**config.mk**
```make
export PLATFORM = sky130hd
export DESIGN_NAME = button_debounce_hold_detector_flat
export DESIGN_NICKNAME = d
export VERILOG_FILES = /design/src/bdhd_pkg.sv /design/src/bdhd_in_if.sv /design/src/bdhd_out_if.sv /design/src/button_debounce_hold_detector.sv /design/src/bdhd_cfg.sv /design/src/bdhd_step.sv /design/src/flat_wrapper.sv
export SDC_FILE = /design/constraint.sdc
export NUM_CORES = 1
export LEC_CHECK = 0
export BUFFER_PORTS_ARGS = -buffer_cell sky130_fd_sc_hd__buf_2
export CELL_PAD_IN_SITES_DETAIL_PLACEMENT = 0
export CELL_PAD_IN_SITES_GLOBAL_PLACEMENT = 1
export CORE_MARGIN = 2
export CORE_UTILIZATION = 35
export CTS_BUF_LIST = sky130_fd_sc_hd__clkbuf_16
export DETAILED_ROUTE_END_ITERATION = 8
export GPL_ROUTABILITY_DRIVEN = 1
export GPL_TIMING_DRIVEN = 0
export PLACE_DENSITY_LB_ADDON = 0.2
export SLEW_MARGIN = 25
export SYNTH_ARGS = -nofsm -noshare
export SYNTH_HDL_FRONTEND = slang
export SYNTH_SLANG_ARGS = --single-unit
export TNS_END_PERCENT = 5
```
**constraint.sdc**
```tcl
create_clock -name clk -period 4.6 [get_ports clk]
set_input_delay 0.46 -clock clk [delete_from_list [all_inputs] [get_ports clk]]
set_output_delay 0.46 -clock clk [all_outputs]
set_load 0.02 [all_outputs]
```
**src/bdhd_pkg.sv**
```systemverilog
`default_nettype none

package bdhd_pkg;

	localparam int TICK_W     = 32;
	localparam int DELAY_W    = 32;
	localparam int CFG_IDX_W  = 2;
	localparam int CFG_DATA_W = 32;
	localparam int MODE_W     = 3;
	localparam int CODE_W     = 2;

	localparam int TICKS_PER_SEC = 1000;

	localparam logic [DELAY_W-1:0] DEBOUNCE_RST = DELAY_W'(TICKS_PER_SEC / 20);
	localparam logic [DELAY_W-1:0] RELEASE_RST  = DELAY_W'(TICKS_PER_SEC / 50);
	localparam logic [DELAY_W-1:0] HOLD_RST     = DELAY_W'(TICKS_PER_SEC / 2);

	// trigger modes
	localparam logic [MODE_W-1:0] MODE_PRESS    = 3'd0;
	localparam logic [MODE_W-1:0] MODE_HOLD     = 3'd1;
	localparam logic [MODE_W-1:0] MODE_RELEASE  = 3'd2;
	localparam logic [MODE_W-1:0] MODE_REL_HOLD = 3'd3;
	localparam logic [MODE_W-1:0] MODE_HOLD_REL = 3'd4;
	localparam logic [MODE_W-1:0] MODE_ALL      = 3'd5;
	localparam logic [MODE_W-1:0] MODE_RST      = MODE_PRESS;

	// register indexes
	localparam logic [CFG_IDX_W-1:0] REG_TRIGGER_MODE   = 2'd0;
	localparam logic [CFG_IDX_W-1:0] REG_DEBOUNCE_TICKS = 2'd1;
	localparam logic [CFG_IDX_W-1:0] REG_RELEASE_TICKS  = 2'd2;
	localparam logic [CFG_IDX_W-1:0] REG_HOLD_TICKS     = 2'd3;

	// reported button_state codes
	localparam logic [CODE_W-1:0] CODE_RELEASED = 2'd0;
	localparam logic [CODE_W-1:0] CODE_PRESSED  = 2'd1;
	localparam logic [CODE_W-1:0] CODE_HELD     = 2'd2;

	typedef enum logic [2:0] {
		BS_RELEASED = 3'b001,
		BS_PRESSED  = 3'b010,
		BS_HELD     = 3'b100
	} btn_state_t;

	typedef enum logic [2:0] {
		PH_NONE    = 3'b001,
		PH_PRESS   = 3'b010,
		PH_RELEASE = 3'b100
	} phase_t;

	typedef struct packed {
		logic [MODE_W-1:0]  trigger_mode;
		logic [DELAY_W-1:0] debounce_ticks;
		logic [DELAY_W-1:0] release_ticks;
		logic [DELAY_W-1:0] hold_ticks;
	} cfg_t;

	typedef struct packed {
		logic              press_event;
		logic              hold_event;
		logic [CODE_W-1:0] button_state;
	} res_t;

endpackage

`default_nettype wire

```
**src/bdhd_in_if.sv**
```systemverilog
`default_nettype none

interface bdhd_in_if;
	logic                      valid;
	logic                      ready;
	logic                      pin_active;
	logic [bdhd_pkg::TICK_W-1:0] now_tick;

	modport source (output valid, output pin_active, output now_tick, input ready);
	modport sink   (input valid, input pin_active, input now_tick, output ready);
endinterface

`default_nettype wire

```
**src/bdhd_out_if.sv**
```systemverilog
`default_nettype none

interface bdhd_out_if;
	logic                        valid;
	logic                        ready;
	logic                        press_event;
	logic                        hold_event;
	logic [bdhd_pkg::CODE_W-1:0] button_state;

	modport source (output valid, output press_event, output hold_event,
		output button_state, input ready);
	modport sink   (input valid, input press_event, input hold_event,
		input button_state, output ready);
endinterface

`default_nettype wire

```
**src/button_debounce_hold_detector.sv**
```systemverilog
// A word accepted into the input register moves on to the output register when that
// register is free or being drained.
// Throughput: one word per cycle while the sink keeps taking results; the state update
// for a poll is combinational between the input register and the output register.
// Reset (arst_n low, asynchronous): pipeline empty, button released, nothing pending,
// start times zero, registers at mode 0 and delays 50 / 20 / 500 ticks.
`default_nettype none

module button_debounce_hold_detector #(
	parameter int TIME_WIDTH = 32
) (
	input  wire logic                             clk,
	input  wire logic                             arst_n,
	bdhd_in_if.sink                               in_ch,
	bdhd_out_if.source                            out_ch,
	input  wire logic                             cfg_wen,
	input  wire logic [bdhd_pkg::CFG_IDX_W-1:0]   cfg_idx,
	input  wire logic [bdhd_pkg::CFG_DATA_W-1:0]  cfg_data
);

	bdhd_pkg::cfg_t cfg;
	bdhd_pkg::res_t step_res;
	bdhd_pkg::res_t out_q;

	// input register: one poll word waiting for the step logic
	logic                          valid_s1;
	logic                          pin_s1;
	logic [bdhd_pkg::TICK_W-1:0]   now_s1;

	logic out_valid_q;
	logic advance;
	logic in_ready;

	// Advance the held poll when the output register is free or being drained.
	// The button state is updated in the same cycle, so the next poll sees it.
	assign advance  = valid_s1 && (!out_valid_q || out_ch.ready);
	assign in_ready = !valid_s1 || advance;
	assign in_ch.ready = in_ready;

	bdhd_cfg u_cfg (
		.clk      (clk),
		.arst_n   (arst_n),
		.cfg_wen  (cfg_wen),
		.cfg_idx  (cfg_idx),
		.cfg_data (cfg_data),
		.cfg      (cfg)
	);

	bdhd_step #(
		.TIME_WIDTH (TIME_WIDTH)
	) u_step (
		.clk        (clk),
		.arst_n     (arst_n),
		.step_en    (advance),
		.pin_active (pin_s1),
		.now_tick   (now_s1),
		.cfg        (cfg),
		.res        (step_res)
	);

	// input stage control
	always_ff @(posedge clk or negedge arst_n) begin
		if (!arst_n) begin
			valid_s1 <= 1'b0;
		end else if (in_ready) begin
			valid_s1 <= in_ch.valid;
		end
	end

	// input payload: load on every accepted word
	always_ff @(posedge clk) begin
		if (in_ready && in_ch.valid) begin
			pin_s1 <= in_ch.pin_active;
			now_s1 <= in_ch.now_tick;
		end
	end

	// output register: hold the result until the sink takes it
	always_ff @(posedge clk or negedge arst_n) begin
		if (!arst_n) begin
			out_valid_q <= 1'b0;
		end else if (advance) begin
			out_valid_q <= 1'b1;
		end else if (out_ch.ready) begin
			out_valid_q <= 1'b0;
		end
	end

	always_ff @(posedge clk) begin
		if (advance) begin
			out_q <= step_res;
		end
	end

	assign out_ch.valid        = out_valid_q;
	assign out_ch.press_event  = out_q.press_event;
	assign out_ch.hold_event   = out_q.hold_event;
	assign out_ch.button_state = out_q.button_state;

endmodule

`default_nettype wire

```
**src/bdhd_cfg.sv**
```systemverilog
`default_nettype none

module bdhd_cfg (
	input  wire logic                              clk,
	input  wire logic                              arst_n,
	input  wire logic                              cfg_wen,
	input  wire logic [bdhd_pkg::CFG_IDX_W-1:0]    cfg_idx,
	input  wire logic [bdhd_pkg::CFG_DATA_W-1:0]   cfg_data,
	output bdhd_pkg::cfg_t                         cfg
);

	bdhd_pkg::cfg_t cfg_q;

	always_ff @(posedge clk or negedge arst_n) begin
		if (!arst_n) begin
			cfg_q.trigger_mode   <= bdhd_pkg::MODE_RST;
			cfg_q.debounce_ticks <= bdhd_pkg::DEBOUNCE_RST;
			cfg_q.release_ticks  <= bdhd_pkg::RELEASE_RST;
			cfg_q.hold_ticks     <= bdhd_pkg::HOLD_RST;
		end else if (cfg_wen) begin
			case (cfg_idx)
				bdhd_pkg::REG_TRIGGER_MODE: begin
					cfg_q.trigger_mode <= cfg_data[bdhd_pkg::MODE_W-1:0];
				end
				bdhd_pkg::REG_DEBOUNCE_TICKS: begin
					cfg_q.debounce_ticks <= cfg_data[bdhd_pkg::DELAY_W-1:0];
				end
				bdhd_pkg::REG_RELEASE_TICKS: begin
					cfg_q.release_ticks <= cfg_data[bdhd_pkg::DELAY_W-1:0];
				end
				bdhd_pkg::REG_HOLD_TICKS: begin
					cfg_q.hold_ticks <= cfg_data[bdhd_pkg::DELAY_W-1:0];
				end
				default: begin
				end
			endcase
		end
	end

	assign cfg = cfg_q;

endmodule

`default_nettype wire

```
**src/bdhd_step.sv**
```systemverilog
`default_nettype none

module bdhd_step #(
	parameter int TIME_WIDTH = 32
) (
	input  wire logic                          clk,
	input  wire logic                          arst_n,
	input  wire logic                          step_en,
	input  wire logic                          pin_active,
	input  wire logic [bdhd_pkg::TICK_W-1:0]   now_tick,
	input  wire bdhd_pkg::cfg_t                cfg,
	output bdhd_pkg::res_t                     res
);

	// compare width: elapsed time and delays both fit
	localparam int CMP_W = (TIME_WIDTH > bdhd_pkg::DELAY_W) ? TIME_WIDTH : bdhd_pkg::DELAY_W;
	localparam int EXT_W = (TIME_WIDTH > bdhd_pkg::TICK_W) ? TIME_WIDTH : bdhd_pkg::TICK_W;

	bdhd_pkg::btn_state_t  state_q, state_d;
	bdhd_pkg::phase_t      phase_q, phase_d;
	logic [TIME_WIDTH-1:0] press_start_q, press_start_d;
	logic [TIME_WIDTH-1:0] rel_start_q, rel_start_d;

	logic [EXT_W-1:0]      now_ext;
	logic [TIME_WIDTH-1:0] now_t;
	logic [TIME_WIDTH-1:0] press_el;
	logic [TIME_WIDTH-1:0] rel_el;
	logic                  press_gt_db;
	logic                  press_gt_hold;
	logic                  rel_gt_rel;
	logic                  hold_mode;
	logic                  press_ev;
	logic                  hold_ev;

	// elapsed times wrap modulo 2^TIME_WIDTH
	assign now_ext  = EXT_W'(now_tick);
	assign now_t    = now_ext[TIME_WIDTH-1:0];
	assign press_el = now_t - press_start_q;
	assign rel_el   = now_t - rel_start_q;

	assign press_gt_db   = CMP_W'(press_el) > CMP_W'(cfg.debounce_ticks);
	assign press_gt_hold = CMP_W'(press_el) > CMP_W'(cfg.hold_ticks);
	assign rel_gt_rel    = CMP_W'(rel_el) > CMP_W'(cfg.release_ticks);

	assign hold_mode = cfg.trigger_mode inside {bdhd_pkg::MODE_HOLD, bdhd_pkg::MODE_REL_HOLD,
		bdhd_pkg::MODE_HOLD_REL, bdhd_pkg::MODE_ALL};

	always_comb begin
		state_d       = state_q;
		phase_d       = phase_q;
		press_start_d = press_start_q;
		rel_start_d   = rel_start_q;
		press_ev      = 1'b0;
		hold_ev       = 1'b0;
		if (pin_active) begin
			case (state_q)
				bdhd_pkg::BS_RELEASED: begin
					if (phase_q == bdhd_pkg::PH_PRESS) begin
						if (press_gt_db) begin
							state_d  = bdhd_pkg::BS_PRESSED;
							phase_d  = bdhd_pkg::PH_NONE;
							press_ev = (cfg.trigger_mode == bdhd_pkg::MODE_PRESS);
						end
					end else begin
						phase_d       = bdhd_pkg::PH_PRESS;
						press_start_d = now_t;
					end
				end
				bdhd_pkg::BS_PRESSED: begin
					if (hold_mode && press_gt_hold) begin
						state_d = bdhd_pkg::BS_HELD;
						hold_ev = cfg.trigger_mode inside
							{bdhd_pkg::MODE_HOLD, bdhd_pkg::MODE_REL_HOLD};
					end
				end
				default: begin
				end
			endcase
		end else if (state_q != bdhd_pkg::BS_RELEASED) begin
			if (phase_q == bdhd_pkg::PH_RELEASE) begin
				if (rel_gt_rel) begin
					if (state_q == bdhd_pkg::BS_PRESSED) begin
						press_ev = cfg.trigger_mode inside {bdhd_pkg::MODE_RELEASE,
							bdhd_pkg::MODE_REL_HOLD, bdhd_pkg::MODE_ALL};
					end else begin
						hold_ev = cfg.trigger_mode inside
							{bdhd_pkg::MODE_HOLD_REL, bdhd_pkg::MODE_ALL};
					end
					state_d = bdhd_pkg::BS_RELEASED;
					phase_d = bdhd_pkg::PH_NONE;
				end
			end else begin
				phase_d     = bdhd_pkg::PH_RELEASE;
				rel_start_d = now_t;
			end
		end else if (phase_q == bdhd_pkg::PH_PRESS) begin
			phase_d = bdhd_pkg::PH_NONE;
		end
	end

	always_ff @(posedge clk or negedge arst_n) begin
		if (!arst_n) begin
			state_q       <= bdhd_pkg::BS_RELEASED;
			phase_q       <= bdhd_pkg::PH_NONE;
			press_start_q <= '0;
			rel_start_q   <= '0;
		end else if (step_en) begin
			state_q       <= state_d;
			phase_q       <= phase_d;
			press_start_q <= press_start_d;
			rel_start_q   <= rel_start_d;
		end
	end

	always_comb begin
		res.press_event = press_ev;
		res.hold_event  = hold_ev;
		case (state_d)
			bdhd_pkg::BS_PRESSED: res.button_state = bdhd_pkg::CODE_PRESSED;
			bdhd_pkg::BS_HELD:    res.button_state = bdhd_pkg::CODE_HELD;
			default:              res.button_state = bdhd_pkg::CODE_RELEASED;
		endcase
	end

endmodule

`default_nettype wire

```
**src/flat_wrapper.sv**
```systemverilog
// flat-port wrapper written by rule: the top's interface ports become plain ports
module button_debounce_hold_detector_flat 
#(
	parameter int TIME_WIDTH = 32
)
  (clk, arst_n, cfg_wen, cfg_idx, cfg_data, in_ch_valid, in_ch_pin_active, in_ch_now_tick, in_ch_ready, out_ch_valid, out_ch_press_event, out_ch_hold_event, out_ch_button_state, out_ch_ready);
  bdhd_in_if in_ch_i ();
  bdhd_out_if out_ch_i ();
  input  wire logic clk;
  input  wire logic arst_n;
  input  wire logic cfg_wen;
  input  wire logic [bdhd_pkg::CFG_IDX_W-1:0] cfg_idx;
  input  wire logic [bdhd_pkg::CFG_DATA_W-1:0] cfg_data;
  input wire logic [$bits(in_ch_i.valid)-1:0] in_ch_valid;
  input wire logic [$bits(in_ch_i.pin_active)-1:0] in_ch_pin_active;
  input wire logic [$bits(in_ch_i.now_tick)-1:0] in_ch_now_tick;
  output wire logic [$bits(in_ch_i.ready)-1:0] in_ch_ready;
  output wire logic [$bits(out_ch_i.valid)-1:0] out_ch_valid;
  output wire logic [$bits(out_ch_i.press_event)-1:0] out_ch_press_event;
  output wire logic [$bits(out_ch_i.hold_event)-1:0] out_ch_hold_event;
  output wire logic [$bits(out_ch_i.button_state)-1:0] out_ch_button_state;
  input wire logic [$bits(out_ch_i.ready)-1:0] out_ch_ready;
  assign in_ch_i.valid = in_ch_valid;
  assign in_ch_i.pin_active = in_ch_pin_active;
  assign in_ch_i.now_tick = in_ch_now_tick;
  assign in_ch_ready = in_ch_i.ready;
  assign out_ch_valid = out_ch_i.valid;
  assign out_ch_press_event = out_ch_i.press_event;
  assign out_ch_hold_event = out_ch_i.hold_event;
  assign out_ch_button_state = out_ch_i.button_state;
  assign out_ch_i.ready = out_ch_ready;
  button_debounce_hold_detector #(.TIME_WIDTH(TIME_WIDTH)) u_core (.clk(clk), .arst_n(arst_n), .in_ch(in_ch_i), .out_ch(out_ch_i), .cfg_wen(cfg_wen), .cfg_idx(cfg_idx), .cfg_data(cfg_data));
endmodule
```
Word level (Yosys, flattened, before mapping)
Cells that the tools add are included.

Register bits after elaboration: 208. Input port bits: 72. Output and inout bits: 6. Logic and storage cells: 97.

Order comparisons: 3. Eq/ne operators: 18. Muxes and demuxes: 34. Add/sub/neg operators: 2. Bitwise gates (word level): 3. Reduce and logical (&&, ||, !) cells: 22.

Operators with widths (number): greater-than comparator 32 bit (3); subtractor 32 bit (2); 2-to-1 mux 3 bit (15); 2-to-1 mux 1 bit (17); == test 3 x 2 -> 1 bit, second input constant (5); == test 3 bit, second input constant (4); AND reduction 2 bit (4); AND reduction 4 bit (2); == test 3 x 1 -> 1 bit, second input constant (2); case mux 3 bit (2 select lines) (1); nonzero test 2 bit (3); nonzero test 3 bit (2); AND reduction 5 bit (1); == test 2 bit, second input constant (2); != test 4 x 3 -> 1 bit, second input constant (1); case mux 2 bit (2 select lines) (1); nonzero test 4 bit (1); logical AND 1 bit (3); zero test 3 bit (1); != test 3 x 1 -> 1 bit, second input constant (1); != test 3 bit, second input constant (1); inverter 1 bit (3); == test 2 x 1 -> 1 bit, second input constant (1); zero test 1 bit (2); 3 further kinds (4).

Depth between registers and ports, before layout
Gate-level depths: netlist of the first run.

Depth in word-level cells: 8. Mapped depth: 23.

Cells and area by module
From an unflattened synthesis of the first run, not the netlist that was laid out.

Cell total of the unflattened synthesis: 1329. Area, all modules: 13409.1 µm².

Modules (own cells, without submodules): bdhd_step (instances 1, cells each 1073, area each 8470.6 µm², seq. area each 1754.2 µm²); bdhd_cfg (instances 1, cells each 211, area each 3723.6 µm², seq. area each 2491.1 µm²); button_debounce_hold_detector (instances 1, cells each 45, area each 1214.9 µm², seq. area each 1161.1 µm²).

Worst setup path before layout of the first run
No wires, ideal clock.

Path kind: reg2reg. From: register u_core.now_s1[0] (netlist bit). To: register u_core.out_q (netlist bit u_core.out_ch.press_event) (data pin). Required time: 4.341 ns. Path slack: 0.148 ns. Data arrival time: 4.193 ns. Stages on the path, launching flop included: 24. Cells stage by stage: edfxtp_1 inv_1 ha_1 inv_1 fa_1 a21o_1 a21oi_1 a211oi_1 o2111ai_1 nand4b_1 a31oi_1 o21ai_0 a21oi_1 xnor2_1 ha_1 nand4_1 nor4_1 nand2_1 nor2_1 nor2b_1 o2bb2ai_1 nand3b_1 nor4_1 o31a_1.

RTL lines: start: declaration (RTL line button_debounce_hold_detector.sv:28) `logic [bdhd_pkg::TICK_W-1:0] now_s1;`; start signal: assignment (RTL line button_debounce_hold_detector.sv:74) `now_s1 <= in_ch.now_tick;`; end signal: assignment (RTL line button_debounce_hold_detector.sv:91) `out_q <= step_res;`; end: declaration (RTL line button_debounce_hold_detector.sv:23) `bdhd_pkg::res_t out_q;`.

==> results.yml, run 1 <==
layout:
  mostFrequentLayoutCells: "inv_1, dfrtp_1, ha_1"
  n_fill_cell: 3635
  final_common_cell: "inv_1"
  area_growth_pct: 20.9
  drive_gt1_share_pct: 23.8
  fin_nets: 1684
  diodes: 0
sta:
  drv_slew: 0
  setup_ws_ps: -266
  slew_headroom_pct: 46.5
  final.min_clock_period_ps: 4870
  finalSetupViolations: 10
  rsz0062_at_grt: "true"
  hold_ws_ps: 87.9
  skew_ps: 12.8
  tightest_slew_ps: 803
  hold_viol: 0
  period_share_pct: 106
  fmax_mhz: 206
routing:
  drt_iter0_drc: 527
  drcViolationCount: 0
  routed_wl_um: 34500
  wl_per_cell_um: 17.8
  postRouteAntennaNets: 0
  met3WireLength_um: 1190
  firstDrtPassIters: 4
  vias_per_cell: 5.01
  maxUsedRoutingLayer: "met4"
  m1WireLength_um: 17000
  num_vias: 9722
  wl_met2_um: 15600
global_routing:
  grt_pass1_vias: 9881
  grt_overflow_total: 0
  grt.total_usage_pct: 18.1
  antenna_found_initial: 0
  grt_max_degree: 77
  grt_first_pass_wirelength_um: 54900
setup_path:
  crit_required_ps: 4890
  slowest_stage: "edfxtp_1"
  worst-r2r-cell-count: 19
  cp-start-kind: "flop"
  r2r_slack_ps: -270
  cp.arrival_ps: 5150
  slowest_delay_ps: 420
  crit_type: "flop to flop"
  path_cells: "ha_1, nor2b_1, o31a_1, o31a_2, o21ai_4, o311ai_4, nand2_1, o211a_4, o21ai_1, xor2_1, buf_4, ha_1, nand4_1, or3_4, nor2_4, a31oi_1, and3_1, nor3b_1, o31a_1"
  crit_fanout: 4
  reg2reg_to: "u_core.out_ch.press_event$_DFFE_PP_"
  r2r_start: "u_core.now_s1[1]$_DFFE_PP_"
  end_kind: "flop"
placed_design:
  gp_congestion: 0.859
  portBuffers: 77
  dp_hpwl_um: 26100
clocking:
  clk_pin_slew_ps: 60
  cts_sinks: 208
  cts_buffers: 27
  htree_levels: 1
  clock_latency_ps: 540
  cts_tree: "done"
  cts_buffer_depth: 3
  cts-root-buf: "clkbuf_16"
power_and_ir_drop:
  peakVddDrop_uv: 333
  total_leakage_power_nw: 7.50
  power.density_nw_per_um2: 734
  finalPower_mw: 11.6
logic_synthesis:
  syn-cell-area_um2: 13100
  ys_seq_area_share_pct: 41.2
  ys_ff_latch: 208
  ys_types: 63
  synth_fa_ha_area_share_pct: 15.4
  synth_top_family_by_area: "adder cells"
  syn_inst: 1303
  synth_edf_count: 37
  yosysWarningCount: 0
  synth-main-ff-cell: "dfrtp_1"
  avgSynthCellArea_um2: 10.1
  synthMuxAreaShare_pct: 9.01
  synth_compound_area_share_pct: 15.2
  async_flop_share_pct: 82.2
  synth_fp_nets: 1535
  synthSimpleGateAreaFrac_pct: 9.43
  yosys.area_share.xor_xnor_pct: 4.00
min_path:
  min-delay-start: "in_ch_now_tick[24]"
  hold_path_class: "primary input to flop"
  min_path_cells: 1
  holdPathEnd: "u_core.now_s1[24]$_DFFE_PP_"
run_status:
  violations: "negative setup slack"
  status: "complete, but fails checks"
floorplanning:
  core_region_area_um2: 36800
  die_area_um2: 39100
  io_pins: 78
  start_util_pct: 35.7
  die_w_um: 198
  die_y_um: 198
  row_count: 70
flow_run:
  drv_cap: 0
[critical path, delay by kind of cell (launching register included)]
kind,cells,cell delay [ps]
adders and majority gates,2,600
buffers and inverters,1,160
AOI/OAI and AO/OA,8,1820
DFF,1,420
and+or+nand+nor,7,1450
xor gates and xnor gates,1,160
[report_power, final]
group | internal [mW] | total (mW) | switching (mW)
Clock | 1.22 | 2.05 | 0.828
Combinational | 3.13 | 6.99 | 3.85
Sequential | 2.40 | 2.61 | 0.214
Total | 6.75 | 11.6 | 4.90
[logic make-up after synthesis]
logic type               after synthesis
AO/OA/AOI/OAI                        318
XOR/XNOR                              60
adder cells (fa/ha/maj)              160
buffers and inverters                202
flip-flops                           208
multiplexers                         105
AND/OR/NAND/NOR                      250
[per-layer routing]
layer / up-vias / global-route usage [%]
met5: - / 0
met4: 0 / 3.76
met3: 33 / 2.60
met2: 128 / 29.4
met1: 4686 / 25.7
li1: 4875 / -
[layout make-up]
cell class / count / area, µm² / share of cell area [%]
Multi-Input combinational cell: 893 / 7480 / 47.1
Sequential cell: 208 / 5410 / 34.1
Timing Repair Buffer: 122 / 805 / 5.07
Clock buffer: 27 / 676 / 4.26
Inverter: 173 / 649 / 4.09
Tap cell: 468 / 586 / 3.69
Clock inverter: 22 / 168 / 1.06
Buffer: 27 / 103 / 0.646
[state kept, by name, summed over array words and instances, names as in the netlist]
name	cells
u_core.valid_s1	1
u_core.now_s1	32
u_core.out_ch.valid	1
u_core.out_ch.press_event	1
u_core.out_ch.button_state	2
u_core.u_step.phase_q	3
u_core.pin_s1	1
u_core.u_step.press_start_q	32
u_core.out_ch.hold_event	1
u_core.u_step.rel_start_q	32
u_core.u_step.state_q	3
u_core.u_cfg.cfg	99
[metrics by stage]
stage | area [µm²] | utilization [%] | setup WS, ps | cells | TNS, ps
4_1_cts | 15800 | 43.0 | -306 | 1937 | -2320
3_5_place_dp | 14200 | 38.6 | -1770 | 1851 | -14010
3_3_place_gp | 14100 | 38.3 | -1800 | 1848 | -20530
6_report | 15900 | 43.1 | -266 | 1940 | -2110
5_1_grt | 15900 | 43.1 | -566 | 1940 | -4850
2_1_floorplan | 13100 | - | 148 | 1303 | 0
[how the worst max path moves through the flow]
stage / startpoint / to / slack [ps]
finish: u_core.now_s1[1]$_DFFE_PP_ / u_core.out_ch.press_event$_DFFE_PP_ / -270
global route: u_core.now_s1[0]$_DFFE_PP_ / u_core.out_ch.button_state[0]$_DFFE_PP_ / -570
CTS: u_core.now_s1[0]$_DFFE_PP_ / u_core.u_step.phase_q[0]$_DFFE_PN1P_ / -310
detailed placement: u_core.now_s1[0]$_DFFE_PP_ / u_core.out_ch.button_state[0]$_DFFE_PP_ / -1770
global placement: u_core.now_s1[0]$_DFFE_PP_ / u_core.out_ch.button_state[0]$_DFFE_PP_ / -1800
floorplan: u_core.now_s1[0]$_DFFE_PP_ / u_core.out_ch.press_event$_DFFE_PP_ / 150
[repair_timing]
item | 4_1_cts | 5_1_grt
gates resized for setup | 79 | 8
pin swaps | 53 | 10
hold buffers | 1 | 0
setup endpoints to repair | 10 | 10
endpoints found under the hold margin | 29 | 0
buffers inserted | 38 | 3
[synth_stat cells (5+ instances only)]
cell type / count / area [µm²]
a21oi_1: 88 / 440
o21bai_1: 10 / 75.1
nand2_1: 94 / 353
and2_1: 5 / 31.3
nor2_1: 38 / 143
nand2b_1: 11 / 68.8
nor2b_1: 13 / 81.3
nand3b_1: 5 / 37.5
xor2_1: 17 / 149
mux2_2: 105 / 1180
edfxtp_1: 37 / 1110
dfrtp_1: 158 / 3950
o21a_1: 16 / 120
a31oi_1: 7 / 43.8
a21o_1: 65 / 488
o21ai_0: 88 / 440
inv_1: 173 / 649
nor4_1: 6 / 37.5
or3_1: 6 / 37.5
xnor2_1: 43 / 377
ha_1: 158 / 1980
nor3b_1: 5 / 37.5
nand4_1: 20 / 125
dfstp_2: 13 / 342
clkbuf_1: 24 / 90.1
nand3_1: 23 / 115
nor3_1: 8 / 40.0
Note: power is estimated with default switching activity, not from simulation.
==> run 2: changes to the inputs <==
CELL_PAD_IN_SITES_DETAIL_PLACEMENT = 1   (was 0)
CELL_PAD_IN_SITES_GLOBAL_PLACEMENT = 2   (was 1)
==> results.yml, run 2 (same netlist as run 1, synthesis figures left out) <==
routing:
  routed_wl_um: 37300
  postRouteAntennaNets: 0
  num_vias: 9845
  drt_iter0_drc: 380
  vias_per_cell: 5.10
  firstDrtPassIters: 4
  wl_per_cell_um: 19.3
  drcViolationCount: 0
setup_path:
  cp.arrival_ps: 5260
  crit_fanout: 5
  crit_type: "flop to flop"
  cp-start-kind: "flop"
  path_cells: "inv_2, ha_4, inv_2, fa_2, a21o_1, a21oi_4, a211oi_4, o2111ai_2, nand4b_1, a31oi_4, o21ai_1, a21oi_1, xnor2_1, ha_1, nand4_1, nor4_4, nor2b_2, o2bb2ai_4, nand3b_1, buf_4, nand3b_1, a21oi_1"
  crit_required_ps: 4910
  cp_top_family: "compound AO/OA/AOI/OAI gates"
  slowest_stage: "edfxtp_1"
  critical_path_buf_inv_count: 3
  slowest_delay_ps: 450
  end_kind: "flop"
global_routing:
  grt_pass1_vias: 10500
  grt_max_degree: 65
  antenna_found_initial: 0
  grt_first_pass_wirelength_um: 59400
  grt.total_usage_pct: 19.8
  grt_overflow_total: 0
sta:
  hold_ws_ps: 68.1
  fmax_mhz: 202
  final.min_clock_period_ps: 4950
  setup_ws_ps: -349
  hold_viol: 0
  slew_headroom_pct: 36.7
  finalSetupViolations: 10
  period_share_pct: 108
  drv_slew: 0
  tightest_slew_ps: 949
  rsz0062_at_grt: "true"
  skew_ps: 21.9
layout:
  final_area_um2: 15800
  final_common_cell: "inv_1"
  largest_register_ffs: 99
  mostFrequentLayoutCells: "inv_1, dfrtp_1, ha_1"
  finalNonFillerCells: 1932
  postLayoutCoreUtil_pct: 42.8
  drive_gt1_share_pct: 23.2
  fin_nets: 1675
  area_growth_pct: 20.0
  diodes: 0
floorplanning:
  io_pins: 78
  start_util_pct: 35.7
  die_w_um: 198
  core_region_area_um2: 36800
  row_count: 70
  die_area_um2: 39100
  die_y_um: 198
placed_design:
  portBuffers: 77
  dp.cells: 1851
  gp_congestion: 0.818
  dp_hpwl_um: 28400
  place_area_um2: 14200
power_and_ir_drop:
  total_leakage_power_nw: 7.43
  p_int_mw: 6.64
  power.density_nw_per_um2: 736
  p_clk_share_pct: 17.5
  power.net_switching_mw: 4.96
  peakVddDrop_uv: 334
  p_sw_share_pct: 42.7
  seqPwrFrac_pct: 22.5
  p_comb_share_pct: 60.0
clocking:
  cts_tree: "done"
  clock_latency_ps: 560
  cts-root-buf: "clkbuf_16"
  cts_buffers: 27
  cts_buffer_depth: 3
  cts_sinks: 208
  clk_pin_slew_ps: 60
  htree_levels: 1
flow_run:
  drv_cap: 0
run_status:
  violations: "negative setup slack"
  status: "complete, but fails checks"
min_path:
  hold_path_class: "primary input to flop"
-- run 2: worst paths after layout --
kind / from / end / slack [ps] / depth (start not counted)
max in group asynchronous: arst_n / u_core.u_cfg.cfg[6]$_DFFE_PN1P_ / 3430 / 3
setup / recovery: u_core.now_s1[0]$_DFFE_PP_ / u_core.out_ch.button_state[1]$_DFFE_PP_ / -350 / 22
min in group asynchronous: arst_n / u_core.u_step.press_start_q[16]$_DFFE_PN0P_ / 430 / 2
hold reg to reg: u_core.valid_s1$_DFFE_PN0N_ / u_core.out_ch.valid$_DFFE_PN0P_ / 500 / 1
hold / removal: in_ch_now_tick[2] / u_core.now_s1[2]$_DFFE_PP_ / 70 / 1
setup reg to reg: u_core.now_s1[0]$_DFFE_PP_ / u_core.out_ch.button_state[1]$_DFFE_PP_ / -350 / 22
-- run 2: per-layer routing --
layer  part of all wire [%]  GRT usage, %
met5                      0             0
met4                    2.4          4.68
met3                    2.5          2.61
met2                     46          32.6
met1                     49          27.6
-- run 2: what timing repair did --
action,CTS,global route
resized for setup,71,15
endpoints found under the hold margin,52,0
pin swaps,40,28
buffers inserted,27,5
hold buffers,1,0
endpoints found under the setup margin,10,10
-- run 2: power by group through the flow --
stage          Combinational (mW)  Clock, mW  Sequential [mW]
2_1_floorplan                4.56          0             2.58
3_3_place_gp                 6.06          0             2.62
3_5_place_dp                 6.24          0             2.65
4_1_cts                      6.90       2.09             2.62
5_1_grt                      7.90       2.16             2.67
6_report                     6.96       2.03             2.62
-- run 2: final cells by class --
class / count / area, µm²
repair buffers: 113 / 728
flip-flops and latches: 208 / 5410
well taps: 468 / 586
clock buffers: 27 / 676
plain buffers: 27 / 103
multi-input cells: 893 / 7450
inverters: 173 / 649
fillers: 4133 / 21000
clock inverters: 23 / 164
-- run 2: metrics by stage --
step / power, mW / TNS (ps) / setup WS (ps)
after floorplan: 7.14 / 0 / 148
after global placement: 8.69 / -25250 / -1690
after detailed placement: 8.89 / -13710 / -1670
after CTS: 11.6 / -2680 / -362
after global routing: 12.7 / -5510 / -634
final: 11.6 / -2690 / -349
